## src/integer_field_formatter_macros.svh

```systemverilog
// assertion macros for the integer field formatter
`ifndef INTEGER_FIELD_FORMATTER_MACROS_SVH
`define INTEGER_FIELD_FORMATTER_MACROS_SVH
`ifndef SYNTHESIS
`define IFF_ASSERT_IMP(label, clk, rst, ante, cons) \
   label: assert property (@(posedge clk) disable iff (rst) (ante) |-> (cons)) \
      else $error("integer_field_formatter: implication check failed");
`define IFF_ASSERT_NXT(label, clk, rst, ante, cons) \
   label: assert property (@(posedge clk) disable iff (rst) (ante) |=> (cons)) \
      else $error("integer_field_formatter: next-cycle check failed");
`else
`define IFF_ASSERT_IMP(label, clk, rst, ante, cons)
`define IFF_ASSERT_NXT(label, clk, rst, ante, cons)
`endif
`endif

```

## src/iff_pkg.sv

```systemverilog
// shared constants, types and helpers of the integer field formatter
`timescale 1ns / 1ps
package iff_pkg;
   localparam int MAX_WIDTH     = 48;
   localparam int MAX_PRECISION = 32;
   localparam int MAX_RESULTS   = 48;
   localparam int VALUE_W       = 64;
   localparam int FIELD_W       = 6;
   localparam int NUM_DIGITS    = 22;
   localparam int DIGIT_W       = 4;
   localparam int SIG_W         = $clog2(NUM_DIGITS + 1);
   localparam int LEN_W         = $clog2(MAX_WIDTH + MAX_PRECISION + NUM_DIGITS + 3);
   localparam int BITCNT_W      = $clog2(VALUE_W + 1);
   localparam int CHAR_W        = 8;
   localparam int REQ_DATA_W    = 88;
   localparam int REQ_USER_W    = 5;

   localparam logic [2:0] MODE_SDEC = 3'd0;
   localparam logic [2:0] MODE_UDEC = 3'd1;
   localparam logic [2:0] MODE_HEXL = 3'd2;
   localparam logic [2:0] MODE_HEXU = 3'd3;
   localparam logic [2:0] MODE_OCT  = 3'd4;

   localparam logic [1:0] SIZE_32 = 2'd0;
   localparam logic [1:0] SIZE_16 = 2'd1;
   localparam logic [1:0] SIZE_64 = 2'd2;

   localparam logic [CHAR_W-1:0] CHAR_ZERO      = 8'h30;
   localparam logic [CHAR_W-1:0] CHAR_SPACE     = 8'h20;
   localparam logic [CHAR_W-1:0] CHAR_PLUS      = 8'h2B;
   localparam logic [CHAR_W-1:0] CHAR_MINUS     = 8'h2D;
   localparam logic [CHAR_W-1:0] CHAR_X_LOW     = 8'h78;
   localparam logic [CHAR_W-1:0] CHAR_X_UP      = 8'h58;
   localparam logic [CHAR_W-1:0] HEX_LOW_OFFSET = 8'd87;
   localparam logic [CHAR_W-1:0] HEX_UP_OFFSET  = 8'd55;

   typedef enum logic [1:0] {
      BASE_DEC,
      BASE_HEX,
      BASE_OCT
   } base_type;

   typedef struct packed {
      logic               done;
      logic [SIG_W-1:0]   sig;
      logic [DIGIT_W-1:0] digit;
   } conv_status_type;

   typedef struct packed {
      logic busy;
      logic finish;
      logic pop;
   } emit_status_type;

   typedef struct packed {
      base_type           base;
      logic               sdec;
      logic               upper;
      logic               neg;
      logic               flag_left;
      logic               flag_plus;
      logic               flag_space;
      logic               flag_alt;
      logic               flag_zero;
      logic               has_precision;
      logic [FIELD_W-1:0] precision;
      logic [FIELD_W-1:0] width;
   } job_type;

   function automatic logic [CHAR_W-1:0] digit_char(input logic [DIGIT_W-1:0] d,
                                                    input logic upper);
      logic [CHAR_W-1:0] d_ext;
      d_ext = CHAR_W'(d);
      if (d < DIGIT_W'(10)) begin
         return CHAR_ZERO + d_ext;
      end else begin
         return d_ext + (upper ? HEX_UP_OFFSET : HEX_LOW_OFFSET);
      end
   endfunction
endpackage

```

## src/integer_field_formatter.sv

```systemverilog
// top level of the integer field formatter: request capture, sign handling, assertions
//
//  channel | direction | contents
//  req     | in        | tdata: value, flags, precision, width; tuser: mode, size_sel
//  rsp     | out       | tdata: out_char; tlast: last character of the field
//
// one request at a time; req_tready stays low until busy_ff clears on the emitter's
// finish, which follows the last character being loaded into the output register
// decimal conversion runs 64 bcd steps, hex and octal load the digits directly; up
// to 22 leading zero digits are then dropped before the characters are emitted
// rsp_tready low stalls the character sequencer; synchronous reset clears busy, start,
// launch, both state machines and the output valid flag
`timescale 1ns / 1ps
`include "integer_field_formatter_macros.svh"
module integer_field_formatter
   import iff_pkg::*;
(
   input  logic                  clock,
   input  logic                  reset,
   input  logic                  req_tvalid,
   output logic                  req_tready,
   // value[63:0], flag_left, flag_plus, flag_space, flag_alt, flag_zero,
   // has_precision, precision[5:0], width[5:0], zero fill
   input  logic [REQ_DATA_W-1:0] req_tdata,
   // mode[2:0], size_sel[1:0]
   input  logic [REQ_USER_W-1:0] req_tuser,
   output logic                  rsp_tvalid,
   input  logic                  rsp_tready,
   // out_char[7:0]
   output logic [CHAR_W-1:0]     rsp_tdata,
   output logic                  rsp_tlast
);
   logic                  busy_ff, busy_in;
   logic                  start_ff, start_in;
   logic                  launch_ff, launch_in;
   logic [REQ_DATA_W-1:0] data_ff;
   logic [REQ_USER_W-1:0] user_ff;

   logic                  req_accept;
   logic                  em_start;
   logic [2:0]            mode;
   logic [1:0]            size_sel;
   logic [VALUE_W-1:0]    value;
   logic [VALUE_W-1:0]    mask;
   logic [VALUE_W-1:0]    masked;
   logic [VALUE_W-1:0]    mag;
   logic                  sign_bit;
   base_type              base;
   logic                  sdec;
   job_type               job;
   conv_status_type       conv_stat;
   emit_status_type       em_stat;

   assign req_tready = !busy_ff;
   assign req_accept = req_tvalid && req_tready;

   assign mode     = user_ff[2:0];
   assign size_sel = user_ff[4:3];
   assign value    = data_ff[VALUE_W-1:0];

   always_comb begin
      case (mode)
         MODE_SDEC: begin
            base = BASE_DEC;
            sdec = 1'b1;
         end
         MODE_HEXL, MODE_HEXU: begin
            base = BASE_HEX;
            sdec = 1'b0;
         end
         MODE_OCT: begin
            base = BASE_OCT;
            sdec = 1'b0;
         end
         MODE_UDEC: begin
            base = BASE_DEC;
            sdec = 1'b0;
         end
         default: begin
            base = BASE_DEC;
            sdec = 1'b0;
         end
      endcase
   end

   always_comb begin
      case (size_sel)
         SIZE_16: begin
            mask     = VALUE_W'(16'hFFFF);
            sign_bit = value[15];
         end
         SIZE_32: begin
            mask     = VALUE_W'(32'hFFFF_FFFF);
            sign_bit = value[31];
         end
         SIZE_64: begin
            mask     = '1;
            sign_bit = value[VALUE_W-1];
         end
         default: begin
            mask     = '1;
            sign_bit = value[VALUE_W-1];
         end
      endcase
      masked = value & mask;
      mag    = (sdec && sign_bit) ? ((VALUE_W'(0) - masked) & mask) : masked;
   end

   always_comb begin
      job.base          = base;
      job.sdec          = sdec;
      job.upper         = (mode == MODE_HEXU);
      job.neg           = sdec && sign_bit;
      job.flag_left     = data_ff[64];
      job.flag_plus     = data_ff[65];
      job.flag_space    = data_ff[66];
      job.flag_alt      = data_ff[67];
      job.flag_zero     = data_ff[68];
      job.has_precision = data_ff[69];
      job.precision     = data_ff[75:70];
      job.width         = data_ff[81:76];
   end

   assign em_start = launch_ff && conv_stat.done;

   always_comb begin
      busy_in   = busy_ff;
      start_in  = 1'b0;
      launch_in = launch_ff;
      if (req_accept) begin
         busy_in  = 1'b1;
         start_in = 1'b1;
      end
      if (start_ff) begin
         launch_in = 1'b1;
      end else if (em_start) begin
         launch_in = 1'b0;
      end
      if (em_stat.finish) begin
         busy_in = 1'b0;
      end
   end

   always_ff @(posedge clock) begin
      if (reset) begin
         busy_ff   <= 1'b0;
         start_ff  <= 1'b0;
         launch_ff <= 1'b0;
      end else begin
         busy_ff   <= busy_in;
         start_ff  <= start_in;
         launch_ff <= launch_in;
      end
   end

   always_ff @(posedge clock) begin
      if (req_accept) begin
         data_ff <= req_tdata;
         user_ff <= req_tuser;
      end
   end

   iff_digit_conv u_conv (
      .clock (clock),
      .reset (reset),
      .start (start_ff),
      .mag   (mag),
      .base  (base),
      .pop   (em_stat.pop),
      .stat  (conv_stat)
   );

   iff_emitter u_emit (
      .clock      (clock),
      .reset      (reset),
      .start      (em_start),
      .job        (job),
      .conv       (conv_stat),
      .stat       (em_stat),
      .rsp_tvalid (rsp_tvalid),
      .rsp_tready (rsp_tready),
      .rsp_char   (rsp_tdata),
      .rsp_last   (rsp_tlast)
   );

   `IFF_ASSERT_IMP(a_launch_in_busy, clock, reset, launch_ff, busy_ff)
   `IFF_ASSERT_IMP(a_emitter_in_busy, clock, reset, em_stat.busy, busy_ff)
   `IFF_ASSERT_NXT(a_start_clears_done, clock, reset, start_ff, !conv_stat.done)
   `IFF_ASSERT_IMP(a_pop_needs_digits, clock, reset, em_stat.pop, conv_stat.done)
endmodule

```

## src/iff_digit_conv.sv

```systemverilog
// bit-serial radix converter: shift-add-3 for decimal, direct load for hex and octal
`timescale 1ns / 1ps
module iff_digit_conv
   import iff_pkg::*;
(
   input  logic                  clock,
   input  logic                  reset,
   input  logic                  start,
   input  logic [VALUE_W-1:0]    mag,
   input  base_type              base,
   input  logic                  pop,
   output conv_status_type       stat
);
   localparam int DIGS_W = NUM_DIGITS * DIGIT_W;
   localparam int OCT_W  = NUM_DIGITS * 3;

   typedef enum logic [1:0] {
      C_IDLE,
      C_DABBLE,
      C_NORM,
      C_DONE
   } conv_state_type;

   conv_state_type      state_ff, state_in;
   logic [DIGS_W-1:0]   dig_ff, dig_in;
   logic [VALUE_W-1:0]  bin_ff, bin_in;
   logic [BITCNT_W-1:0] bit_cnt_ff, bit_cnt_in;
   logic [SIG_W-1:0]    sig_ff, sig_in;

   logic [DIGS_W-1:0]   adj;
   logic [DIGS_W-1:0]   hex_load;
   logic [DIGS_W-1:0]   oct_load;
   logic [OCT_W-1:0]    mag_oct;
   logic [DIGS_W-1:0]   dig_shift;
   logic [DIGIT_W-1:0]  top_digit;

   // add 3 to every bcd digit of five or more before the shift
   always_comb begin
      for (int k = 0; k < NUM_DIGITS; k++) begin
         if (dig_ff[k*DIGIT_W +: DIGIT_W] >= DIGIT_W'(5)) begin
            adj[k*DIGIT_W +: DIGIT_W] = dig_ff[k*DIGIT_W +: DIGIT_W] + DIGIT_W'(3);
         end else begin
            adj[k*DIGIT_W +: DIGIT_W] = dig_ff[k*DIGIT_W +: DIGIT_W];
         end
      end
   end

   assign hex_load = DIGS_W'(mag);
   assign mag_oct  = OCT_W'(mag);

   always_comb begin
      for (int k = 0; k < NUM_DIGITS; k++) begin
         oct_load[k*DIGIT_W +: DIGIT_W] = DIGIT_W'(mag_oct[k*3 +: 3]);
      end
   end

   assign dig_shift = {dig_ff[DIGS_W-DIGIT_W-1:0], {DIGIT_W{1'b0}}};
   assign top_digit = dig_ff[DIGS_W-1 -: DIGIT_W];

   always_comb begin
      state_in   = state_ff;
      dig_in     = dig_ff;
      bin_in     = bin_ff;
      bit_cnt_in = bit_cnt_ff;
      sig_in     = sig_ff;
      if (start) begin
         sig_in = SIG_W'(NUM_DIGITS);
         case (base)
            BASE_HEX: begin
               dig_in   = hex_load;
               state_in = C_NORM;
            end
            BASE_OCT: begin
               dig_in   = oct_load;
               state_in = C_NORM;
            end
            default: begin
               dig_in     = '0;
               bin_in     = mag;
               bit_cnt_in = BITCNT_W'(VALUE_W);
               state_in   = C_DABBLE;
            end
         endcase
      end else begin
         case (state_ff)
            C_DABBLE: begin
               dig_in     = {adj[DIGS_W-2:0], bin_ff[VALUE_W-1]};
               bin_in     = {bin_ff[VALUE_W-2:0], 1'b0};
               bit_cnt_in = bit_cnt_ff - BITCNT_W'(1);
               if (bit_cnt_ff == BITCNT_W'(1)) begin
                  state_in = C_NORM;
               end
            end
            C_NORM: begin
               // drop leading zero digits, counting what is left
               if (sig_ff == '0 || top_digit != '0) begin
                  state_in = C_DONE;
               end else begin
                  dig_in = dig_shift;
                  sig_in = sig_ff - SIG_W'(1);
               end
            end
            C_DONE: begin
               if (pop) begin
                  dig_in = dig_shift;
               end
            end
            default: begin
               state_in = C_IDLE;
            end
         endcase
      end
   end

   always_ff @(posedge clock) begin
      if (reset) begin
         state_ff <= C_IDLE;
      end else begin
         state_ff <= state_in;
      end
      dig_ff     <= dig_in;
      bin_ff     <= bin_in;
      bit_cnt_ff <= bit_cnt_in;
      sig_ff     <= sig_in;
   end

   assign stat.done  = (state_ff == C_DONE);
   assign stat.sig   = sig_ff;
   assign stat.digit = top_digit;
endmodule

```

## src/iff_emitter.sv

```systemverilog
// field layout and output sequencer, one character at a time while the output slot is free
`timescale 1ns / 1ps
module iff_emitter
   import iff_pkg::*;
(
   input  logic                  clock,
   input  logic                  reset,
   input  logic                  start,
   input  job_type               job,
   input  conv_status_type       conv,
   output emit_status_type       stat,
   output logic                  rsp_tvalid,
   input  logic                  rsp_tready,
   output logic [CHAR_W-1:0]     rsp_char,
   output logic                  rsp_last
);
   typedef enum logic [1:0] {
      E_IDLE,
      E_SIZE,
      E_LAYOUT,
      E_RUN
   } emit_state_type;

   typedef enum logic [2:0] {
      PH_PADL,
      PH_PRE,
      PH_PADZ,
      PH_ZERO,
      PH_DIG,
      PH_PADR
   } phase_type;

   emit_state_type      state_ff, state_in;
   phase_type           phase_ff, phase_in;
   logic [LEN_W-1:0]    cnt_ff, cnt_in;
   logic [LEN_W-1:0]    emitted_ff, emitted_in;
   logic [LEN_W-1:0]    total_ff, total_in;
   job_type             job_ff, job_in;
   logic [SIG_W-1:0]    ndig_ff, ndig_in;
   logic [LEN_W-1:0]    zeros_ff, zeros_in;
   logic [1:0]          npre_ff, npre_in;
   logic [2*CHAR_W-1:0] pre_ff, pre_in;
   logic [LEN_W-1:0]    padz_ff, padz_in;
   logic [LEN_W-1:0]    padr_ff, padr_in;
   logic                rsp_valid_ff, rsp_valid_in;
   logic [CHAR_W-1:0]   rsp_char_ff, rsp_char_in;
   logic                rsp_last_ff, rsp_last_in;

   logic [LEN_W-1:0]    prec_s;
   logic [SIG_W-1:0]    ndig_c;
   logic [LEN_W-1:0]    zeros_c;
   logic [1:0]          npre_c;
   logic [2*CHAR_W-1:0] pre_c;
   logic [LEN_W-1:0]    wid_s;
   logic [LEN_W-1:0]    body;
   logic [LEN_W-1:0]    pad;
   logic [LEN_W-1:0]    span;
   logic                zpad;
   logic                slot_free;
   logic                finish;
   logic                pop;
   logic [CHAR_W-1:0]   ch;

   // digit count, precision zeros and prefix
   always_comb begin
      if (LEN_W'(job_ff.precision) > LEN_W'(MAX_PRECISION)) begin
         prec_s = LEN_W'(MAX_PRECISION);
      end else begin
         prec_s = LEN_W'(job_ff.precision);
      end
      if (conv.sig != '0) begin
         ndig_c = conv.sig;
      end else if (job_ff.has_precision && job_ff.precision == '0) begin
         ndig_c = '0;
      end else begin
         ndig_c = SIG_W'(1);
      end
      zeros_c = (prec_s > LEN_W'(ndig_c)) ? prec_s - LEN_W'(ndig_c) : '0;
      npre_c  = 2'd0;
      pre_c   = '0;
      if (job_ff.sdec) begin
         if (job_ff.neg) begin
            npre_c = 2'd1;
            pre_c  = {CHAR_MINUS, CHAR_W'(0)};
         end else if (job_ff.flag_plus) begin
            npre_c = 2'd1;
            pre_c  = {CHAR_PLUS, CHAR_W'(0)};
         end else if (job_ff.flag_space) begin
            npre_c = 2'd1;
            pre_c  = {CHAR_SPACE, CHAR_W'(0)};
         end
      end else if (job_ff.flag_alt && job_ff.base == BASE_HEX && conv.sig != '0) begin
         npre_c = 2'd2;
         pre_c  = {CHAR_ZERO, job_ff.upper ? CHAR_X_UP : CHAR_X_LOW};
      end else if (job_ff.flag_alt && job_ff.base == BASE_OCT && zeros_c == '0 &&
                   (conv.sig != '0 || ndig_c == '0)) begin
         zeros_c = LEN_W'(1);
      end
   end

   // width padding and total length
   always_comb begin
      if (LEN_W'(job_ff.width) > LEN_W'(MAX_WIDTH)) begin
         wid_s = LEN_W'(MAX_WIDTH);
      end else begin
         wid_s = LEN_W'(job_ff.width);
      end
      body = LEN_W'(npre_ff) + zeros_ff + LEN_W'(ndig_ff);
      pad  = (wid_s > body) ? wid_s - body : '0;
      span = body + pad;
      zpad = !job_ff.flag_left && job_ff.flag_zero && !job_ff.has_precision;
   end

   assign slot_free = !rsp_valid_ff || rsp_tready;

   always_comb begin
      state_in     = state_ff;
      phase_in     = phase_ff;
      cnt_in       = cnt_ff;
      emitted_in   = emitted_ff;
      total_in     = total_ff;
      job_in       = job_ff;
      ndig_in      = ndig_ff;
      zeros_in     = zeros_ff;
      npre_in      = npre_ff;
      pre_in       = pre_ff;
      padz_in      = padz_ff;
      padr_in      = padr_ff;
      rsp_valid_in = rsp_valid_ff && !rsp_tready;
      rsp_char_in  = rsp_char_ff;
      rsp_last_in  = rsp_last_ff;
      finish       = 1'b0;
      pop          = 1'b0;
      ch           = CHAR_SPACE;
      case (state_ff)
         E_IDLE: begin
            if (start) begin
               job_in   = job;
               state_in = E_SIZE;
            end
         end
         E_SIZE: begin
            ndig_in  = ndig_c;
            zeros_in = zeros_c;
            npre_in  = npre_c;
            pre_in   = pre_c;
            state_in = E_LAYOUT;
         end
         E_LAYOUT: begin
            padz_in    = zpad ? pad : '0;
            padr_in    = job_ff.flag_left ? pad : '0;
            total_in   = (span > LEN_W'(MAX_RESULTS)) ? LEN_W'(MAX_RESULTS) : span;
            emitted_in = '0;
            phase_in   = PH_PADL;
            cnt_in     = (!job_ff.flag_left && !zpad) ? pad : '0;
            state_in   = E_RUN;
         end
         E_RUN: begin
            if (emitted_ff == total_ff) begin
               finish   = 1'b1;
               state_in = E_IDLE;
            end else if (cnt_ff == '0) begin
               case (phase_ff)
                  PH_PADL: begin
                     phase_in = PH_PRE;
                     cnt_in   = LEN_W'(npre_ff);
                  end
                  PH_PRE: begin
                     phase_in = PH_PADZ;
                     cnt_in   = padz_ff;
                  end
                  PH_PADZ: begin
                     phase_in = PH_ZERO;
                     cnt_in   = zeros_ff;
                  end
                  PH_ZERO: begin
                     phase_in = PH_DIG;
                     cnt_in   = LEN_W'(ndig_ff);
                  end
                  PH_DIG: begin
                     phase_in = PH_PADR;
                     cnt_in   = padr_ff;
                  end
                  default: begin
                     finish   = 1'b1;
                     state_in = E_IDLE;
                  end
               endcase
            end else if (slot_free) begin
               case (phase_ff)
                  PH_PRE: begin
                     ch     = pre_ff[2*CHAR_W-1 -: CHAR_W];
                     pre_in = {pre_ff[CHAR_W-1:0], CHAR_W'(0)};
                  end
                  PH_PADZ, PH_ZERO: begin
                     ch = CHAR_ZERO;
                  end
                  PH_DIG: begin
                     ch  = digit_char(conv.digit, job_ff.upper);
                     pop = 1'b1;
                  end
                  default: begin
                     ch = CHAR_SPACE;
                  end
               endcase
               rsp_valid_in = 1'b1;
               rsp_char_in  = ch;
               rsp_last_in  = (emitted_ff + LEN_W'(1) == total_ff);
               cnt_in       = cnt_ff - LEN_W'(1);
               emitted_in   = emitted_ff + LEN_W'(1);
            end
         end
         default: begin
            state_in = E_IDLE;
         end
      endcase
   end

   always_ff @(posedge clock) begin
      if (reset) begin
         state_ff     <= E_IDLE;
         rsp_valid_ff <= 1'b0;
      end else begin
         state_ff     <= state_in;
         rsp_valid_ff <= rsp_valid_in;
      end
      phase_ff    <= phase_in;
      cnt_ff      <= cnt_in;
      emitted_ff  <= emitted_in;
      total_ff    <= total_in;
      job_ff      <= job_in;
      ndig_ff     <= ndig_in;
      zeros_ff    <= zeros_in;
      npre_ff     <= npre_in;
      pre_ff      <= pre_in;
      padz_ff     <= padz_in;
      padr_ff     <= padr_in;
      rsp_char_ff <= rsp_char_in;
      rsp_last_ff <= rsp_last_in;
   end

   assign stat.busy   = (state_ff != E_IDLE);
   assign stat.finish = finish;
   assign stat.pop    = pop;
   assign rsp_tvalid  = rsp_valid_ff;
   assign rsp_char    = rsp_char_ff;
   assign rsp_last    = rsp_last_ff;
endmodule

```

## config.mk

```make
export PLATFORM = sky130hd
export DESIGN_NAME = integer_field_formatter
export DESIGN_NICKNAME = d
export VERILOG_FILES = /design/src/iff_pkg.sv /design/src/integer_field_formatter.sv /design/src/iff_digit_conv.sv /design/src/iff_emitter.sv
export VERILOG_INCLUDE_DIRS = /design/src /design/src/src
export SDC_FILE = /design/constraint.sdc
export NUM_CORES = 1
export LEC_CHECK = 0
export ABC_AREA = 1
export BUFFER_PORTS_ARGS = -buffer_cell sky130_fd_sc_hd__buf_2
export CAP_MARGIN = 20
export CORE_MARGIN = 5
export CORE_UTILIZATION = 35
export DETAILED_ROUTE_END_ITERATION = 10
export HOLD_SLACK_MARGIN = 0.1
export PLACE_DENSITY = 0.56
export SYNTH_ARGS = -nofsm -noshare
export SYNTH_HDL_FRONTEND = slang
export SYNTH_SLANG_ARGS = --single-unit
```

## constraint.sdc

```tcl
create_clock -name clock -period 14.5 [get_ports clock]
set_input_delay 1.45 -clock clock [delete_from_list [all_inputs] [get_ports clock]]
set_output_delay 1.45 -clock clock [all_outputs]
set_load 0.005 [all_outputs]
```

; Word level (Yosys, flattened, before mapping)
; Cells that the tools add are included.
[totals]
regBits = 359
latchBits = 0
ramBits = 0
rom_bits = 0
in_bits = 97
out_inout_bits = 11
word_cells = 301
memories = 0
[classes]
add_sub_neg = 34
n_mul = 0
div = 0
order_cmp = 28
n_eq_ne = 38
shifts = 0
mux = 106
n_bitwise = 5
n_reduce_logical = 54
[op_table]
columns = op, count
row1 = $mux 88, 3
row2 = $pmux 88 s3, 1
row3 = $mux 64, 4
row4 = $pmux 85 s2, 1
row5 = $and 64x64->64, 2
row6 = $pmux 64 s2, 1
row7 = $mux 16, 7
row8 = $mux 7, 16
row9 = $ge 4x3->1 const B, 22
row10 = $add 4x2->4 const B, 21
row11 = $mux 4, 21
row12 = $sub 1x64->64 const A, 1
row13 = $pmux 7 s5, 1
row14 = $pmux 16 s2, 1
row15 = $mux 14, 2
row16 = $pmux 7 s2, 2
row17 = $mux 2, 12
row18 = $pmux 8 s3, 1
row19 = $mux 1, 19
row20 = $mux 6, 3
row21 = $reduce_and 4->1, 4
row22 = $pmux 3 s5, 1
row23 = $eq 7x7->1, 2
row24 = $logic_not 7->1, 2
row25 = other kinds (53), 115

; Logic depth before layout (Yosys ltp)
[depth]
ltp_word = 12
depth_mapped = 25
mapped_depth_nobuf = 25

; Hierarchy
; From an unflattened synthesis, not the netlist that was laid out.
[unflattened]
hier_cells = 2687
hier_area_um2 = 21764.6
[by_module_without_submodules]
columns = mod, n_inst, cells_each, area_each_um2, seq_area_each_um2
row1 = iff_digit_conv, 1, 1401, 10732.8, 4914.7
row2 = iff_emitter, 1, 599, 5607.9, 2822.7
row3 = integer_field_formatter, 1, 687, 5424.0, 2672.6

; Worst setup path after synthesis
; OpenSTA, ideal clock, no wires.
[synth_path]
path_kind = input to register
startpoint = input rsp_tready
endpoint = register u_conv.dig_ff[0] (enable)
setup_ns = 0.564
t_arrival_ns = 6.159
t_required_ns = 13.936
setup_slack_ns = 7.777
stages = 6
n_path_buf = 0
path_cell_list = nor2_1 > inv_1 > nand2_1 > inv_1 > nand2_1 > a21oi_1
[synth_via]
elab_chain_len = 7
[synth_lines]
columns = item, line
row1 = start: declaration, integer_field_formatter.sv:28  ; input logic rsp_tready,
row2 = $logic_or 1x1->1, iff_emitter.sv:114  ; assign slot_free = !rsp_valid_ff || rsp_tready;
row3 = $mux 1, iff_emitter.sv:189  ; end else if (slot_free) begin
row4 = $mux 1, iff_emitter.sv:162  ; end else if (cnt_ff == '0) begin
row5 = $mux 1, iff_emitter.sv:159  ; if (emitted_ff == total_ff) begin
row6 = $mux 1, iff_emitter.sv:135  ; case (state_ff)
row7 = $ne 3x2->1 (no source line), n/a
row8 = $reduce_and 3->1 (no source line), n/a
row9 = end signal: assignment, iff_digit_conv.sv:121  ; dig_ff <= dig_in;
row10 = end: declaration, iff_digit_conv.sv:25  ; logic [DIGS_W-1:0] dig_ff, dig_in;
; No other way between the ends.
; A chain may end at the register's enable or synchronous reset.

; Worst setup path in the final report
[layout_path]
startpoint = register u_emit.npre_ff[1]
endpoint = register u_emit.total_ff[3] (data pin)
[layout_via]
elab_chain_len = 6
elab_cells_between_ends = 7
cone_classes = 4 x add/sub / 2 x order compare / 1 x mux
[layout_lines]
columns = item, line
row1 = start: declaration, iff_emitter.sv:41  ; logic [1:0] npre_ff, npre_in;
row2 = start signal: assignment, iff_emitter.sv:234  ; npre_ff <= npre_in;
row3 = $add 2x7->7 *, iff_emitter.sv:108  ; body = LEN_W'(npre_ff) + zeros_ff + LEN_W'(ndig_ff);
row4 = $add 7x5->7 *, iff_emitter.sv:108
row5 = $gt 6x7->1 *, iff_emitter.sv:109  ; pad = (wid_s > body) ? wid_s - body : '0;
row6 = $mux 7 *, iff_emitter.sv:109
row7 = named net u_emit.pad[0], iff_emitter.sv:56  ; logic [LEN_W-1:0] pad;
row8 = $add 7x7->7 *, iff_emitter.sv:110  ; span = body + pad;
row9 = $gt 7x6->1, iff_emitter.sv:152  ; total_in = (span > LEN_W'(MAX_RESULTS)) ? LEN_W'(MAX_RESULTS) : span;
row10 = end signal: assignment, iff_emitter.sv:230  ; total_ff <= total_in;
row11 = end: declaration, iff_emitter.sv:37  ; logic [LEN_W-1:0] total_ff, total_in;
; Mark *: on every way through the listed nets, which the timed path passes. The rest lies on a longest branch.

==> results.json <==
{
  "slew_headroom_pct": 32.3,
  "route.final.wire_length_mm": 57.3,
  "synth_edf_count": 338,
  "hold_buffers": 0,
  "grt_pass1_wl_mm": 90.5,
  "cp.depth": 22,
  "met1Wirelength_mm": 26.3,
  "port_buffers": 100,
  "crit_slowest_cell": "fa_1",
  "ir_worst_vdd_mv": 0.0837,
  "final_common_cell": "nand2_1",
  "setup_viol": 0,
  "clockBufferDepth": 3,
  "worstSetupPathType": "reg2reg",
  "power_density_nw_per_um2": 203,
  "hold_violations": 0,
  "cp_max_fo": 6,
  "ios": 108,
  "worstMarginPinSlew_ns": 1.01,
  "wl_met2_mm": 26.4,
  "cts_max_level": 2,
  "drc_errors": 0,
  "top_layer": "met4",
  "fillers": 6079,
  "nets": 2681,
  "die_w_um": 256,
  "wl_met3_mm": 2.95,
  "drv_cap": 0,
  "drt-initial-drc-count": 1374,
  "yosysUniqueCellTypes": 66,
  "synth-seq-area-share_pct": 49.2,
  "ant_nets": 0,
  "ys.flop_type": "edfxtp_1",
  "critical_path.top_delay_family": "adder cells",
  "num_antenna_cells": 0,
  "cts.reportedPaths.clkPinSlew_ns": 0.06,
  "wl_per_cell_um": 17.3,
  "final_core_util_pct": 39.7,
  "crit_buf_inv": 3,
  "post-route-min-period_ns": 5.07,
  "max_stage_delay_ns": 0.57,
  "first_pass_iters": 5,
  "power_leakage_nw": 9.94,
  "critPathLaunchType": "register",
  "cts_root_buffer": "clkbuf_16",
  "hold_class": "reg2reg",
  "area_growth_syn_to_layout_pct": 12.8,
  "reg2reg_depth": 22,
  "period_share_pct": 34.9,
  "cp_data_required_time_ns": 14.81,
  "coreArea_um2": 60100,
  "setup_tns_ns": 0,
  "cp-end-kind": "register",
  "grt_max_degree": 82,
  "status": "completed",
  "crit_arrival_ns": 5.38,
  "dieArea_um2": 65400,
  "synthArstFlopShare_pct": 0,
  "cp_cell_sequence": "fa_1, ha_1, inv_1, fa_1, xnor2_1, inv_1, ha_1, nand4_1, nand3_1, nand2_1, nand2_1, nand3_1, nor2_1, ha_1, inv_1, fa_1, o21ai_0, a21oi_1, o21bai_1, nand3_1, nand3_1, nor2_1",
  "gr-total-overflow": 0,
  "via_per_inst": 5.15,
  "postPlaceCellArea_um2": 22400,
  "stdcell_area_um2": 23800,
  "holdPathStages": 0,
  "setup_ws_ns": 9.43,
  "maxSlewViolCount": 0,
  "cts-buffers-inserted": 42,
  "place_ws_ns": 9.38,
  "clk_latency_ns": 0.58,
  "clock.fmax_mhz": 197,
  "hpwl_mm": 41.5,
  "synth_area_per_cell_um2": 8.76,
  "syn_inst": 2414,
  "dr_total_vias": 17033,
  "rsz0062_at_grt": "no",
  "cts_tree": "yes",
  "netlist_area_um2": 21100,
  "skew_ns": 0.0252,
  "initial_core_util_pct": 35.2,
  "antenna_found_initial": 0,
  "place.gp.congestion": 0.846,
  "clock-sinks": 351,
  "rows": 90,
  "die_height_um": 256,
  "final_cell_mix": "nand2_1, edfxtp_1, inv_1, o21ai_0, nor2_1",
  "yosys_warnings": 0,
  "ys_seq_elements": 351,
  "cts_setup_buffers": 0,
  "grt_pass1_vias": 16531,
  "grtUsageTotal_pct": 17.0,
  "whs_ns": 0.414,
  "cp_common_cell": "nand3_1",
  "cts.repair.resized": 0,
  "drive_gt1_share_pct": 10.8
}
cell usage after synthesis, types with 15 or more instances:
cell type  number  area [µm²]
o21ai_0       226        1130
ha_1           84        1050
clkbuf_1       54         203
inv_1         292        1100
xor2_1         59         517
edfxtp_1      338       10100
a31oi_1        18         113
buf_2          15        75.1
o211ai_1       37         278
nor2_1        215         807
a21oi_1        77         385
nand3_1       166         831
o21ai_1        29         145
xnor2_1        22         193
nand2_1       505        1900
nand4_1        67         419
layer usage:
metal  GRT usage [%]  vias to the layer above
met3            2.26                      111
met1            23.5                     8006
met2            27.7                      477
met4            5.50                        0
li1                -                     8439
met5               0                        -
worst register-to-register path: cells and delay by family (launching register included):
family | cells | cell delay (ns)
XOR/XNOR | 1 | 0.24
AND/OR/NAND/NOR | 9 | 1.19
adder cells (fa/ha/maj) | 6 | 2.15
AO/OA/AOI/OAI | 3 | 0.59
flip-flops | 1 | 0.47
buffers and inverters | 3 | 0.19
kinds of logic (layout without fill, tap and decap cells):
| family | count (synthesis) | in the layout | synth area share [%] |
|---|---|---|---|
| muxes | 1 | 1 | 0.0473 |
| adders and majority gates | 90 | 90 | 5.54 |
| other | 1 | 2 | 0.0177 |
| xor gates and xnor gates | 82 | 82 | 3.43 |
| buffers and inverters | 385 | 497 | 7.31 |
| DFF | 351 | 351 | 49.2 |
| AOI/OAI and AO/OA | 470 | 470 | 13.0 |
| and+or+nand+nor | 1034 | 1034 | 21.4 |
layout make-up:
cell class | instances | area (µm²) | share of cell area [%]
sequential | 351 | 10400 | 43.7
clock buffer | 46 | 1090 | 4.56
clock inverter | 31 | 329 | 1.38
multi-input combinational | 1679 | 9220 | 38.7
inverter | 301 | 1140 | 4.78
tap | 782 | 978 | 4.10
timing repair buffer | 119 | 673 | 2.82
sequential cells by signal, summed over array words and instances, names as in the netlist, 7 cells and up:
| register | cells |
|---|---|
| data_ff | 82 |
| u_conv.bin_ff | 64 |
| u_conv.bit_cnt_ff | 7 |
| u_conv.dig_ff | 88 |
| u_emit.cnt_ff | 7 |
| u_emit.emitted_ff | 7 |
| u_emit.job_ff | 23 |
| u_emit.padr_ff | 7 |
| u_emit.padz_ff | 7 |
| u_emit.pre_ff | 9 |
| u_emit.rsp_char | 7 |
| u_emit.total_ff | 7 |
| u_emit.zeros_ff | 7 |
path summary, 6_finish.rpt:
kind,startpoint,end,slack (ns)
worst max register to register,u_emit.npre_ff[1],u_emit.total_ff[3],9.43
worst min-delay path,data_ff[78],u_emit.job_ff[2],0.41
worst min register to register,data_ff[78],u_emit.job_ff[2],0.41
worst max-delay path,u_emit.npre_ff[1],u_emit.total_ff[3],9.43
per-stage QoR:
step | power [mW] | instances
after floorplan | 3.26 | 2415
after global placement | 3.68 | 3229
after detailed placement | 3.74 | 3229
after CTS | 4.85 | 3306
after global routing | 5.22 | 3309
final | 4.83 | 3309
where the power goes:
| part | switching [mW] | internal, mW | total (mW) |
|---|---|---|---|
| combinational | 1.26 | 0.720 | 1.98 |
| sequential | 0.185 | 1.58 | 1.77 |
| clock | 0.443 | 0.637 | 1.08 |
| total | 1.89 | 2.94 | 4.83 |
(Power assumes the default switching activity.)
